## src/rtl/sulc_pkg.sv

```systemverilog
// Shared types and constants for the strict single-line UTF-8 checker.
// Holds the per-byte class item, error codes and the code point screen.
// No dependencies.
package sulc_pkg;

    // error codes reported with each verdict
    typedef enum logic [2:0] {
        ERR_NONE      = 3'd0,
        ERR_EMPTY     = 3'd1,
        ERR_MALFORMED = 3'd2,
        ERR_CONTROL   = 3'd3,
        ERR_SPACE     = 3'd4,
        ERR_RELATIVE  = 3'd5
    } t_err;

    // check modes of the mode register
    localparam logic [1:0] MODE_PLAIN = 2'd0;
    localparam logic [1:0] MODE_TOKEN = 2'd1;
    localparam logic [1:0] MODE_PATH  = 2'd2;

    // byte address of the mode register
    localparam logic [1:0] ADDR_CHECK_MODE = 2'd0;

    // what a byte means when it opens a sequence
    typedef enum logic [1:0] {
        KIND_ASCII,
        KIND_LEAD,
        KIND_BAD
    } t_kind;

    // allowed range of the first continuation byte after a lead
    typedef enum logic [2:0] {
        RNG_FULL,
        RNG_E0,
        RNG_ED,
        RNG_F0,
        RNG_F4
    } t_range;

    // classified byte travelling from front to back
    typedef struct packed {
        logic [7:0] text_byte;
        logic       end_of_text;
        logic       empty_text;
        t_kind      kind;
        logic [1:0] lead_len;
        logic [4:0] lead_bits;
        t_range     range;
        logic       ascii_ctrl;
        logic       is_space;
        logic       is_slash;
    } t_item;

    localparam logic [7:0] CONT_LO = 8'h80;
    localparam logic [7:0] CONT_HI = 8'hbf;

    // code point passes: no C0/C1 control, no DEL, no line or paragraph separator
    function automatic logic point_allowed(input logic [20:0] cp);
        logic ok;
        ok = 1'b1;
        if (cp <= 21'h1f) ok = 1'b0;
        if (cp >= 21'h7f && cp <= 21'h9f) ok = 1'b0;
        if (cp == 21'h2028 || cp == 21'h2029) ok = 1'b0;
        return ok;
    endfunction

endpackage

```

## src/rtl/sulc_back.sv

```systemverilog
// Back end: decodes classified bytes, keeps the first error, issues one verdict per text.
// Depends on sulc_pkg; pops from sulc_queue and drives the result register.
module sulc_back (
    input  logic            i_clk,
    input  logic            i_rst_n,
    input  logic [1:0]      i_mode,
    input  logic            i_q_valid,
    input  sulc_pkg::t_item i_item,
    output logic            o_pop,
    output logic            o_valid,
    input  logic            i_stall,
    output logic            o_text_ok,
    output logic [2:0]      o_error_kind
);

    // per-text decode state
    logic [1:0]       r_pending, n_pending;
    logic [1:0]       r_pos, n_pos;
    sulc_pkg::t_range r_range, n_range;
    logic [20:0]      r_cp, n_cp;
    sulc_pkg::t_err   r_err, n_err;
    logic             r_saw_any, n_saw_any;
    logic             r_slash, n_slash;
    logic             r_space, n_space;

    // result register
    logic             r_out_valid;
    logic             r_out_ok;
    sulc_pkg::t_err   r_out_err;

    logic             item_final, take;
    logic [7:0]       b;
    logic [7:0]       lo, hi;
    sulc_pkg::t_err   verdict;

    assign b          = i_item.text_byte;
    assign item_final = i_item.empty_text || i_item.end_of_text;
    // a closing item needs the result register free; other items always go
    assign take       = i_q_valid && (!item_final || !r_out_valid || !i_stall);
    assign o_pop      = take;

    // continuation range for the current byte
    always_comb begin
        lo = sulc_pkg::CONT_LO;
        hi = sulc_pkg::CONT_HI;
        if (r_pos == 2'd0) begin
            case (r_range)
                sulc_pkg::RNG_E0: lo = 8'ha0;
                sulc_pkg::RNG_ED: hi = 8'h9f;
                sulc_pkg::RNG_F0: lo = 8'h90;
                sulc_pkg::RNG_F4: hi = 8'h8f;
                default: ;
            endcase
        end
    end

    // next decode state for one byte
    always_comb begin
        n_pending = r_pending;
        n_pos     = r_pos;
        n_range   = r_range;
        n_cp      = r_cp;
        n_err     = r_err;
        n_saw_any = r_saw_any;
        n_slash   = r_slash;
        n_space   = r_space;
        if (!i_item.empty_text) begin
            if (!r_saw_any) n_slash = i_item.is_slash;
            n_saw_any = 1'b1;
            if (i_item.is_space) n_space = 1'b1;
            if (r_err == sulc_pkg::ERR_NONE) begin
                if (r_pending == 2'd0) begin
                    n_range = i_item.range;
                    n_pos   = 2'd0;
                    case (i_item.kind)
                        sulc_pkg::KIND_ASCII: begin
                            if (i_item.ascii_ctrl) n_err = sulc_pkg::ERR_CONTROL;
                        end
                        sulc_pkg::KIND_LEAD: begin
                            n_cp      = {16'd0, i_item.lead_bits};
                            n_pending = i_item.lead_len;
                        end
                        default: n_err = sulc_pkg::ERR_MALFORMED;
                    endcase
                end else if (b < lo || b > hi) begin
                    n_err     = sulc_pkg::ERR_MALFORMED;
                    n_pending = 2'd0;
                end else begin
                    n_cp      = {r_cp[14:0], b[5:0]};
                    n_pos     = r_pos + 2'd1;
                    n_pending = r_pending - 2'd1;
                    if (n_pending == 2'd0 && !sulc_pkg::point_allowed(n_cp))
                        n_err = sulc_pkg::ERR_CONTROL;
                end
            end
        end
    end

    // verdict once the text closes
    always_comb begin
        verdict = n_err;
        if (!n_saw_any) begin
            verdict = sulc_pkg::ERR_EMPTY;
        end else begin
            if (verdict == sulc_pkg::ERR_NONE && n_pending != 2'd0)
                verdict = sulc_pkg::ERR_MALFORMED;
            if (verdict == sulc_pkg::ERR_NONE && i_mode == sulc_pkg::MODE_TOKEN && n_space)
                verdict = sulc_pkg::ERR_SPACE;
            if (verdict == sulc_pkg::ERR_NONE && i_mode == sulc_pkg::MODE_PATH && !n_slash)
                verdict = sulc_pkg::ERR_RELATIVE;
        end
    end

    // decode state, cleared after each verdict
    always_ff @(posedge i_clk) begin
        if (!i_rst_n) begin
            r_pending <= 2'd0;
            r_pos     <= 2'd0;
            r_range   <= sulc_pkg::RNG_FULL;
            r_cp      <= '0;
            r_err     <= sulc_pkg::ERR_NONE;
            r_saw_any <= 1'b0;
            r_slash   <= 1'b0;
            r_space   <= 1'b0;
        end else if (take) begin
            if (item_final) begin
                r_pending <= 2'd0;
                r_pos     <= 2'd0;
                r_range   <= sulc_pkg::RNG_FULL;
                r_cp      <= '0;
                r_err     <= sulc_pkg::ERR_NONE;
                r_saw_any <= 1'b0;
                r_slash   <= 1'b0;
                r_space   <= 1'b0;
            end else begin
                r_pending <= n_pending;
                r_pos     <= n_pos;
                r_range   <= n_range;
                r_cp      <= n_cp;
                r_err     <= n_err;
                r_saw_any <= n_saw_any;
                r_slash   <= n_slash;
                r_space   <= n_space;
            end
        end
    end

    // result register
    always_ff @(posedge i_clk) begin
        if (!i_rst_n) begin
            r_out_valid <= 1'b0;
        end else if (take && item_final) begin
            r_out_valid <= 1'b1;
        end else if (!i_stall) begin
            r_out_valid <= 1'b0;
        end
    end

    always_ff @(posedge i_clk) begin
        if (take && item_final) begin
            r_out_ok  <= (verdict == sulc_pkg::ERR_NONE);
            r_out_err <= verdict;
        end
    end

    assign o_valid      = r_out_valid;
    assign o_text_ok    = r_out_ok;
    assign o_error_kind = r_out_err;

    // an open sequence implies a byte was seen and no error is held
    a_pending_saw: assert property (@(posedge i_clk) disable iff (!i_rst_n)
        (r_pending != 2'd0) |-> r_saw_any)
        else $error("open sequence without any byte");

    a_pending_clean: assert property (@(posedge i_clk) disable iff (!i_rst_n)
        (r_pending != 2'd0) |-> (r_err == sulc_pkg::ERR_NONE))
        else $error("sequence still open after an error");

    // errors only come from bytes
    a_err_saw: assert property (@(posedge i_clk) disable iff (!i_rst_n)
        (r_err != sulc_pkg::ERR_NONE) |-> r_saw_any)
        else $error("error held with no byte seen");

    // verdict flag agrees with its code
    a_ok_code: assert property (@(posedge i_clk) disable iff (!i_rst_n)
        r_out_valid |-> (r_out_ok == (r_out_err == sulc_pkg::ERR_NONE)))
        else $error("text_ok disagrees with error_kind");

    // a held result is not overwritten
    a_hold: assert property (@(posedge i_clk) disable iff (!i_rst_n)
        (r_out_valid && i_stall) |=> (r_out_valid && $stable(r_out_err)))
        else $error("stalled verdict changed");

endmodule

```

## config.mk

```make
export PLATFORM = sky130hd
export DESIGN_NAME = sulc_back
export DESIGN_NICKNAME = d
export VERILOG_FILES = /design/src/rtl/sulc_pkg.sv /design/src/rtl/sulc_back.sv
export SDC_FILE = /design/constraint.sdc
export NUM_CORES = 1
export LEC_CHECK = 0
export BUFFER_PORTS_ARGS = -buffer_cell sky130_fd_sc_hd__buf_2
export CAP_MARGIN = 0
export CORE_MARGIN = 2
export CORE_UTILIZATION = 25
export CTS_CLUSTER_DIAMETER = 30
export DETAILED_ROUTE_END_ITERATION = 8
export HOLD_SLACK_MARGIN = 0.03
export PLACE_DENSITY = 0.43
export SYNTH_ARGS = -nofsm -noshare
export SYNTH_HDL_FRONTEND = slang
export SYNTH_SLANG_ARGS = --single-unit
```

## constraint.sdc

```tcl
create_clock -name i_clk -period 3 [get_ports i_clk]
set_input_delay 0.6 -clock i_clk [delete_from_list [all_inputs] [get_ports i_clk]]
set_output_delay 0.6 -clock i_clk [all_outputs]
set_load 0.01 [all_outputs]
```

==> results of run 1 <==
worst min-delay path, cell delays in order, from the launching register on:
cell,delay [ns]
dfxtp_1,0.31
nand2_1,0.05
a21boi_1,0.05
layout make-up:
| class | count | share of cell area (%) |
|---|---|---|
| multi-input combinational | 169 | 48.2 |
| sequential | 33 | 30.4 |
| timing repair buffer | 40 | 9.12 |
| tap | 99 | 5.37 |
| clock buffer | 6 | 4.07 |
| clock inverter | 2 | 1.52 |
| inverter | 8 | 1.30 |
flip-flops by register name (all words and copies together) (netlist names):
name	count
o_error_kind	3
o_text_ok	1
o_valid	1
r_cp	15
r_err	3
r_pending	2
r_pos	2
r_range	3
r_saw_any	1
r_slash	1
r_space	1
logic make-up after synthesis:
family / Yosys count
flops: 33
mux: 7
xor+xnor: 1
fa+ha+maj: 6
simple gates: 101
buf+inv: 17
compound gates: 54
stage by stage:
| stage | cell area (sq um) | worst slack (ns) | utilization (%) |
|---|---|---|---|
| 6_report | 2310 | 0.218 | 31.6 |
| 5_1_grt | 2310 | 0.0127 | 31.6 |
| 4_1_cts | 2300 | 0.247 | 31.5 |
| 3_5_place_dp | 2170 | 0.274 | 29.8 |
| 3_3_place_gp | 2170 | 0.321 | 29.8 |
| 2_1_floorplan | 1890 | 0.464 | - |
repair_timing:
item,CTS,global route
gates resized for setup,0,1
hold buffers,0,0
hold endpoints to repair,0,0
buffers inserted,0,0
endpoints found under the setup margin,0,3
per-layer routing:
layer  global-route usage, %  share of wire (%)  vias to the layer above
li1                        -                  -                      868
met1                    16.9                 51                      771
met2                    18.3                 44                       34
met3                    2.99                4.7                        4
met4                    4.55                1.1                        0
met5                       0                  0                        -
cells in the mapped netlist, types with 2 or more instances:
cell,count,area (sq um)
buf_6,2,22.5
a21boi_0,18,135
inv_1,8,30.0
and3_1,5,31.3
mux2i_1,2,20.0
clkbuf_1,3,11.3
nand2b_1,4,25.0
nor2b_1,5,31.3
nand2_1,24,90.1
dfxtp_1,29,581
a21oi_1,6,30.0
or4bb_1,2,22.5
a22oi_1,4,30.0
or2_2,3,18.8
edfxtp_1,4,120
a31oi_1,2,12.5
buf_1,2,7.51
nand3_1,17,85.1
o31ai_1,3,22.5
o21ai_0,7,35.0
ha_1,6,75.1
nand3b_1,4,30.0
nor3_1,4,20.0
nor2_1,16,60.1
mux2_2,5,56.3
nor3b_1,3,22.5
layout by cell type (no fill, tap or decap), types with 2 or more instances in the layout:
master    count
nor3b_1       3
nor2_1       16
nor3_1        4
or4bb_1       2
edfxtp_1      4
a31oi_1       2
inv_1         8
clkbuf_8      5
and3_1        5
or2_2         3
o21ai_0       7
mux2i_1       2
nand3_1      17
ha_1          6
buf_2        36
a21boi_0     18
nor2b_1       5
dfxtp_1      29
o31ai_1       3
a21oi_1       6
nand3b_1      4
mux2_2        5
nand2_1      24
nand2b_1      4
a22oi_1       4
buf_4         4
power groups by stage:
stage	clock (mW)	combinational [mW]	sequential (mW)
5_1_grt	0.507	0.143	0.461
2_1_floorplan	0	0.0736	0.472
4_1_cts	0.489	0.128	0.460
3_3_place_gp	0	0.129	0.471
3_5_place_dp	0	0.128	0.471
6_report	0.472	0.128	0.460
worst max path at each step:
stage | start | to | slack, ns | cells past startpoint
2_1_floorplan | r_pos[0] | o_error_kind[2] | 0.46 | 10
3_3_place_gp | r_pos[0] | o_error_kind[2] | 0.32 | 10
3_5_place_dp | r_pos[0] | o_error_kind[2] | 0.27 | 10
4_1_cts | r_pos[0] | o_error_kind[2] | 0.25 | 10
5_1_grt | r_pos[0] | o_error_kind[1] | 0.01 | 11
6_report | r_pos[0] | o_error_kind[2] | 0.22 | 10
==> results.sh, run 1 <==
export IMPL_via_per_inst=4.70
export IMPL_ctsLongestPathBuffers=2
export IMPL_synth_warnings=0
export IMPL_core_sq_um=7290
export IMPL_r2r_start="r_pos[0]"
export IMPL_rsz0062_at_grt="false"
export IMPL_p_per_area_nw_per_um2=460
export IMPL_hold_viol=0
export IMPL_dieHeight_microns=91.0
export IMPL_insertion_delay_ns=0.29
export IMPL_cts_clk_slew_worst_paths_ns=0.08
export IMPL_worst_slew_pin_slew_ns=0.542
export IMPL_maxCapViolCount=0
export IMPL_seqPwrFrac_pct=43.4
export IMPL_clock_sinks=33
export IMPL_ant_nets=0
export IMPL_avgSynthCellArea_sq_um=8.63
export IMPL_fp_row_count=31
export IMPL_arrival_ns=2.81
export IMPL_required_ns=3.03
export IMPL_leakage_nw=0.882
export IMPL_critPathKind="reg -> reg"
export IMPL_fillers=811
export IMPL_synth_edf_count=4
export IMPL_synth_nets=256
export IMPL_crit_buf_inv=1
export IMPL_max_freq_mhz=359
export IMPL_area_delta_synth_final_pct=22.0
export IMPL_wl_per_cell_microns=13.6
export IMPL_synth_seq_cells=33
export IMPL_grt_use_total_pct=12.2
export IMPL_cp_top_family="simple AND/OR/NAND/NOR gates"
export IMPL_grt_overflow=0
export IMPL_p_clk_share_pct=44.5
export IMPL_die_w_microns=91.0
export IMPL_min_to="r_cp[10]"
export IMPL_startpoint_type="register"
export IMPL_slowest_delay_ns=0.56
export IMPL_power_mw=1.06
export IMPL_register_area_sq_um=701
export IMPL_min_period_ns=2.78
export IMPL_min_from="r_cp[10]"
export IMPL_vias=1677
export IMPL_crit_top_cell="ha_1"
export IMPL_p_sw_mw=0.251
export IMPL_synthFlopType="dfxtp_1"
export IMPL_rrSetupSlack_ns=0.22
export IMPL_multi_input_area_sq_um=1110
export IMPL_post_place_cells=349
export IMPL_ys_types=57
export IMPL_status="complete, no violations"
export IMPL_r2r_cells=10
export IMPL_relSlewSlack_pct=63.8
export IMPL_drc_errors=0
export IMPL_power_frac_comb_pct=12.1
export IMPL_grt_max_degree=27
export IMPL_muxShareOfSynthArea_pct=4.04
export IMPL_skew_ns=0.00739
export IMPL_syn_area_sq_um=1890
export IMPL_finalCritPeriodShare_pct=92.7
export IMPL_diodes=0
export IMPL_ios=37
export IMPL_start_util_pct=25.9
export IMPL_ctsRootBufferMaster="clkbuf_8"
export IMPL_grt_pass1_vias=1623
export IMPL_p_sw_share_pct=23.7
export IMPL_grt_first_pass_wirelength_microns=7990
export IMPL_numCtsBuffers=5
export IMPL_hp_class="reg -> reg"
export IMPL_p_int_mw=0.809
export IMPL_ir_drop_v=0.000168
export IMPL_port_buffers=36
export IMPL_dieArea_sq_um=8270
export IMPL_dr_pass1_iters=4
export IMPL_crit_slowest_cell="or4b_1"
export IMPL_whs_ns=0.456
export IMPL_ys_seq_area_share_pct=37.1
export IMPL_drive_gt1_share_pct=25.6
export IMPL_htreeDepth=2
export IMPL_synthXorXnorAreaFrac_pct=0.463
export IMPL_crit_chain="inv_1 > ha_1 > nand3b_1 > or2_2 > ha_1 > or4b_1 > and3_1 > a31oi_1 > o21bai_2 > o21ai_0"
export IMPL_post_synth_and_or_nand_nor_area_fraction_pct=29.4
export IMPL_worst_setup_path_end_kind="register"
export IMPL_tns_ns=0
export IMPL_stdcell_count=357
export IMPL_hold_path_cell_count=2
export IMPL_synth_compound_area_share_pct=20.6
export IMPL_hpwl_microns=3640
export IMPL_first_iter_violations=78
export IMPL_syn_inst=219
export IMPL_final_nets=294
export IMPL_r2r_end="o_error_kind[2]"
export IMPL_gp_congestion=0.790
export IMPL_setup_violations_final=0
export IMPL_routed_wl_microns=4850
export IMPL_crit_path_max_fanout=4
export IMPL_synthAdderAreaFrac_pct=3.97
export IMPL_antenna_found_initial=0
export IMPL_synth_top_family_by_area="simple AND/OR/NAND/NOR gates"
export IMPL_async_flop_share_pct=0
export IMPL_drv_slew=0
export IMPL_tritoncts="built"
Note: power is estimated with default switching activity, not from simulation.
==> inputs of run 2 (changes only) <==
--- a/config.mk
+++ b/config.mk
@@ -11,8 +11,8 @@
 export CORE_UTILIZATION = 25
 export CTS_CLUSTER_DIAMETER = 30
 export DETAILED_ROUTE_END_ITERATION = 8
-export HOLD_SLACK_MARGIN = 0.03
 export PLACE_DENSITY = 0.43
+export REMOVE_ABC_BUFFERS = 1
 export SYNTH_ARGS = -nofsm -noshare
 export SYNTH_HDL_FRONTEND = slang
 export SYNTH_SLANG_ARGS = --single-unit
==> run 2 against run 1 <==
  * Sequential power hardly changed
  * Critical path depth unchanged
  * Power is 13% lower
  * Cell count grew 0.28%
  * Routed wire length shrank 3.3%
  * Sequential share of layout area rose by 0.55 points
  * Critical path type unchanged
  * Highest routed layer unchanged
==> results.sh, run 2 (synthesis results as in run 1) <==
export IMPL_hold_viol=0
export IMPL_mostFrequentLayoutCells="36 x buf_2, 29 x dfxtp_1, 24 x nand2_1"
export IMPL_p_per_area_nw_per_um2=407
export IMPL_drv_slew=0
export IMPL_busiest_layer="met2"
export IMPL_numCtsBuffers=5
export IMPL_dr_pass1_iters=4
export IMPL_crit_chain="inv_1 > ha_1 > nand3b_1 > or2_2 > ha_1 > or4b_1 > and3_1 > a211oi_2 > nor3_1 > o21a_1"
export IMPL_ctsLongestPathBuffers=2
export IMPL_ir_drop_v=0.000145
export IMPL_power_frac_comb_pct=13.5
export IMPL_grt_max_degree=27
export IMPL_grt_first_pass_wirelength_microns=8070
export IMPL_crit_top_cell="ha_1"
export IMPL_dieHeight_microns=91.0
export IMPL_start_util_pct=25.9
export IMPL_core_sq_um=7290
export IMPL_hp_class="reg -> reg"
export IMPL_final_nets=295
export IMPL_stdcell_count=358
export IMPL_dieArea_sq_um=8270
export IMPL_leakage_nw=0.863
export IMPL_p_clk_share_pct=36.5
export IMPL_cts_resized=0
export IMPL_slowest_delay_ns=0.56
export IMPL_wl_per_cell_microns=13.1
export IMPL_seqPwrFrac_pct=49.9
export IMPL_layout_commonest_cell="buf_2"
export IMPL_worst_setup_path_end_kind="register"
export IMPL_area_delta_synth_final_pct=19.8
export IMPL_ant_nets=0
export IMPL_required_ns=3.04
export IMPL_ctsHoldBuffers=0
export IMPL_hpwl_microns=3560
export IMPL_min_period_ns=2.76
export IMPL_relSlewSlack_pct=69.0
export IMPL_maxCapViolCount=0
export IMPL_insertion_delay_ns=0.29
export IMPL_fp_row_count=31
export IMPL_die_w_microns=91.0
export IMPL_skew_ns=0.00593
export IMPL_arrival_ns=2.81
export IMPL_place_ws_ns=0.238
export IMPL_post_place_cells=350
export IMPL_worst_slew_pin_slew_ns=0.465
export IMPL_via_per_inst=4.76
export IMPL_ios=37
export IMPL_port_buffers=36
export IMPL_largest_reg_flops=15
export IMPL_drc_errors=0
export IMPL_p_sw_mw=0.250
export IMPL_first_iter_violations=74
export IMPL_grt_use_total_pct=12.0
export IMPL_regMostFlops="r_cp"
export IMPL_p_int_mw=0.672
export IMPL_max_freq_mhz=362
export IMPL_cp_top_family="simple AND/OR/NAND/NOR gates"
export IMPL_whs_ns=0.462
export IMPL_finalCritPeriodShare_pct=92.1
export IMPL_startpoint_type="register"
export IMPL_crit_path_max_fanout=4
export IMPL_tns_ns=0
export IMPL_antenna_found_initial=0
export IMPL_tritoncts="built"
export IMPL_crit_slowest_cell="or4b_1"
export IMPL_status="complete, no violations"
export IMPL_worst_slack_ns=0.237
export IMPL_diodes=0
export IMPL_critPathKind="reg -> reg"
export IMPL_p_sw_share_pct=27.1
export IMPL_routed_wl_microns=4690
export IMPL_vias=1704
export IMPL_drive_gt1_share_pct=25.9
export IMPL_cts_clk_slew_worst_paths_ns=0.08
export IMPL_final_util_pct=31.1
export IMPL_post_cts_setup_buffers=0
export IMPL_gp_congestion=0.795
export IMPL_rsz0062_at_grt="false"
export IMPL_grt_util_met1_pct=15.9
export IMPL_grtUsageMet3_pct=2.49
export IMPL_htreeDepth=2
export IMPL_grt_overflow=0
export IMPL_ctsRootBufferMaster="clkbuf_8"
export IMPL_use_met2_pct=19.3
export IMPL_crit_buf_inv=1
export IMPL_clock_sinks=33
export IMPL_grt_pass1_vias=1657
export IMPL_setup_violations_final=0
-- run 2: worst paths after layout --
check                           startpoint               to  slack, ns  cells after the start
worst min register to register    r_cp[10]         r_cp[10]       0.46                      2
worst min-delay path              r_cp[10]         r_cp[10]       0.46                      2
worst max-delay path              r_pos[0]  o_error_kind[1]       0.24                     10
worst max register to register    r_pos[0]  o_error_kind[1]       0.24                     10
-- run 2: final cells by class --
cell class / instances / area [sq um]
repair buffers: 41 / 218
multi-input cells: 169 / 1110
clock inverters: 3 / 17.5
flip-flops and latches: 33 / 701
inverters: 8 / 30.0
well taps: 99 / 124
fillers: 824 / 5030
clock buffers: 5 / 68.8
-- run 2: power by group through the flow --
stage / combinational [mW] / sequential [mW] / clock, mW
4_1_cts: 0.127 / 0.460 / 0.352
6_report: 0.125 / 0.460 / 0.337
3_3_place_gp: 0.127 / 0.470 / 0
5_1_grt: 0.140 / 0.461 / 0.367
3_5_place_dp: 0.127 / 0.471 / 0
2_1_floorplan: 0.0670 / 0.472 / 0
-- run 2: routing by layer --
layer,vias up,share of wire (%)
li1,872,-
met1,802,48
met2,23,47
met3,7,3.3
met4,0,1.6
met5,-,0
-- run 2: worst reg2reg max path, stage by stage (launching register included) --
cell,delay (ns)
dfxtp_1,0.30
inv_1,0.07
ha_1,0.19
nand3b_1,0.10
or2_2,0.28
ha_1,0.19
or4b_1,0.56
and3_1,0.26
a211oi_2,0.30
nor3_1,0.09
o21a_1,0.18
-- run 2: metrics by stage --
stage,cell area [sq um],power [mW]
finish,2260,0.921
global route,2260,0.968
CTS,2260,0.939
detailed placement,2180,0.597
global placement,2180,0.598
floorplan,1840,0.539
==> inputs of run 3 (changes only) <==
--- a/config.mk
+++ b/config.mk
@@ -5,6 +5,7 @@
 export SDC_FILE = /design/constraint.sdc
 export NUM_CORES = 1
 export LEC_CHECK = 0
+export ABC_AREA = 1
 export BUFFER_PORTS_ARGS = -buffer_cell sky130_fd_sc_hd__buf_2
 export CAP_MARGIN = 0
 export CORE_MARGIN = 2
==> run 3 against run 2 <==
  * Count of clock-buffer cells in the layout stayed put
  * Register-to-register slack better by 0.32 ns
  * Non-clock buffer count shrank 2
  * Synthesized cell count increased by 20%
  * Clock power hardly changed
  * Power is 10% higher
  * First-iteration DRC count fell by 51%
  * Critical endpoint is now o_text_ok
  * Largest power group unchanged
==> results.sh, run 3 <==
export IMPL_status="complete, no violations"
export IMPL_core_sq_um=7810
export IMPL_layout_commonest_cell="nand2_1"
export IMPL_arrival_ns=2.49
export IMPL_ir_drop_v=0.000132
export IMPL_critPathKind="reg -> reg"
export IMPL_ctsLongestPathBuffers=2
export IMPL_grt_first_pass_wirelength_microns=8130
export IMPL_worst_slew_pin_slew_ns=0.635
export IMPL_cts_clk_slew_worst_paths_ns=0.07
export IMPL_grt_overflow=0
export IMPL_rsz0062_at_grt="false"
export IMPL_crit_chain="inv_1 > ha_1 > nand2_1 > a21oi_1 > ha_1 > a21o_1 > a21oi_4 > nand2_2 > clkinv_2 > nand3_2 > a21oi_4 > nand3_1 > inv_1 > nand4_1 > nand2_1 > nor2_1"
export IMPL_syn_area_sq_um=2040
export IMPL_drive_gt1_share_pct=32.1
export IMPL_crit_path_max_fanout=5
export IMPL_worst_slack_ns=0.561
export IMPL_regMostFlops="r_cp"
export IMPL_dieArea_sq_um=8880
export IMPL_dr_pass1_iters=5
export IMPL_insertion_delay_ns=0.29
export IMPL_drc_errors=0
export IMPL_crit_slowest_cell="dfxtp_1"
export IMPL_yosysTopAreaCell="dfxtp_1"
export IMPL_drv_slew=0
export IMPL_tritoncts="built"
export IMPL_finalCritPeriodShare_pct=81.3
export IMPL_synth_warnings=0
export IMPL_avgSynthCellArea_sq_um=7.74
export IMPL_ctsRootBufferMaster="clkbuf_8"
export IMPL_required_ns=3.05
export IMPL_slowest_delay_ns=0.30
export IMPL_ctsHoldBuffers=0
export IMPL_maxCapViolCount=0
export IMPL_startpoint_type="register"
export IMPL_grt_use_total_pct=11.7
export IMPL_synth_top_area_share_pct=28.5
export IMPL_skew_ns=0.00257
export IMPL_dieHeight_microns=94.2
export IMPL_synth_edf_count=4
export IMPL_synthTopCellsByCount="42 x nand2_1, 34 x inv_1, 29 x dfxtp_1, 28 x nor2_1, 15 x a21oi_1"
export IMPL_start_util_pct=26.1
export IMPL_hpwl_microns=3650
export IMPL_largest_reg_flops=15
export IMPL_ios=37
export IMPL_post_place_cells=399
export IMPL_antenna_found_initial=0
export IMPL_first_iter_violations=36
export IMPL_synth_most_common_cell="nand2_1"
export IMPL_synth_seq_cells=33
export IMPL_syn_inst=263
export IMPL_port_buffers=36
export IMPL_p_per_area_nw_per_um2=423
export IMPL_ant_nets=0
export IMPL_synthFlopType="dfxtp_1"
export IMPL_die_w_microns=94.2
export IMPL_max_freq_mhz=410
export IMPL_vias=1814
export IMPL_crit_buf_inv=3
export IMPL_htreeDepth=2
export IMPL_via_per_inst=4.46
export IMPL_hp_class="reg -> reg"
export IMPL_leakage_nw=1.03
export IMPL_stdcell_count=407
export IMPL_setup_violations_final=0
export IMPL_grt_pass1_vias=1753
export IMPL_routed_wl_microns=4720
export IMPL_hold_viol=0
export IMPL_worst_setup_path_end_kind="register"
export IMPL_grt_max_degree=17
export IMPL_netlist_top_cells_area="dfxtp_1 29%, nand2_1 7.7%, inv_1 6.3%, edfxtp_1 5.9%, nor2_1 5.2%"
export IMPL_ys_seq_area_share_pct=34.4
export IMPL_mostFrequentLayoutCells="42 x nand2_1, 36 x buf_2, 34 x inv_1"
export IMPL_final_nets=341
export IMPL_cts_resized=0
export IMPL_area_delta_synth_final_pct=17.9
export IMPL_gp_congestion=0.785
export IMPL_min_period_ns=2.44
export IMPL_tns_ns=0
export IMPL_fp_row_count=32
export IMPL_post_cts_setup_buffers=0
export IMPL_ys_types=38
export IMPL_whs_ns=0.462
export IMPL_diodes=0
export IMPL_numCtsBuffers=5
export IMPL_relSlewSlack_pct=57.6
export IMPL_clock_sinks=33
export IMPL_cp_top_family="compound AO/OA/AOI/OAI gates"
export IMPL_async_flop_share_pct=0
export IMPL_wl_per_cell_microns=11.6
export IMPL_place_ws_ns=0.512
[run 3: cell count changes in the layout (fill, tap and decap cells not counted), sizes merged, moves of 4 or more]
| cell | before | now |
|---|---|---|
| a21boi | 19 | 0 |
| nand4 | 1 | 6 |
| inv | 8 | 41 |
| a211oi | 1 | 7 |
| a21oi | 6 | 28 |
| o21ai | 8 | 14 |
| and3 | 6 | 0 |
| nor2b | 5 | 0 |
| nand3b | 4 | 0 |
| mux2 | 5 | 1 |
| nor2 | 16 | 32 |
| nand2 | 24 | 53 |
| nand2b | 4 | 0 |
[run 3: layer usage]
metal  part of all wire [%]  GRT usage [%]  vias to the layer above
met4                    1.1           3.62                        0
met3                    3.8           2.73                        6
met2                     49           19.8                       33
met5                      0              0                        -
li1                       -              -                      951
met1                     46           14.7                      824
[run 3: kinds of logic (layout without fill, tap and decap cells)]
group                    Yosys count  count (layout)  share of synthesized area [%]
AND/OR/NAND/NOR                  120             120                           30.1
AO/OA/AOI/OAI                     56              56                           20.7
buffers and inverters             47              89                           10.5
flip-flops                        33              33                           34.4
adder cells (fa/ha/maj)            6               6                           3.69
multiplexers                       1               1                          0.553
[run 3: path summary, 6_finish.rpt]
check             startpoint   endpoint  slack, ns  depth (start not counted)
hold / removal       r_space    r_space       0.46                          2
hold reg to reg      r_space    r_space       0.46                          2
setup reg to reg    r_pos[0]  o_text_ok       0.56                         16
setup / recovery    r_pos[0]  o_text_ok       0.56                         16
[run 3: tightest hold or removal path: cells and delay by family, from the launching register on]
family	cells	cell delay, ns
compound gates	1	0.05
buf+inv	1	0.05
flops	1	0.32
[run 3: layout make-up]
| class | count | area (sq um) |
|---|---|---|
| Multi-Input combinational cell | 183 | 1120 |
| Sequential cell | 33 | 701 |
| Clock inverter | 3 | 17.5 |
| Timing Repair Buffer | 39 | 203 |
| Tap cell | 102 | 128 |
| Inverter | 42 | 161 |
| Fill cell | 877 | 5410 |
| Clock buffer | 5 | 68.8 |
[run 3: report_power, final]
part	total (mW)	internal (mW)	switching (mW)	leakage (nW)
logic	0.195	0.0721	0.123	0.710
clock network	0.339	0.160	0.179	0.0439
registers	0.480	0.468	0.0117	0.275
total	1.01	0.700	0.314	1.03
[run 3: metrics by stage]
stage          util [%]  instance area (sq um)  power (mW)
2_1_floorplan         -                   1980       0.620
3_3_place_gp       29.6                   2310       0.689
3_5_place_dp       29.6                   2310       0.689
4_1_cts            30.7                   2400        1.03
5_1_grt            30.7                   2400        1.08
6_report           30.7                   2400        1.01
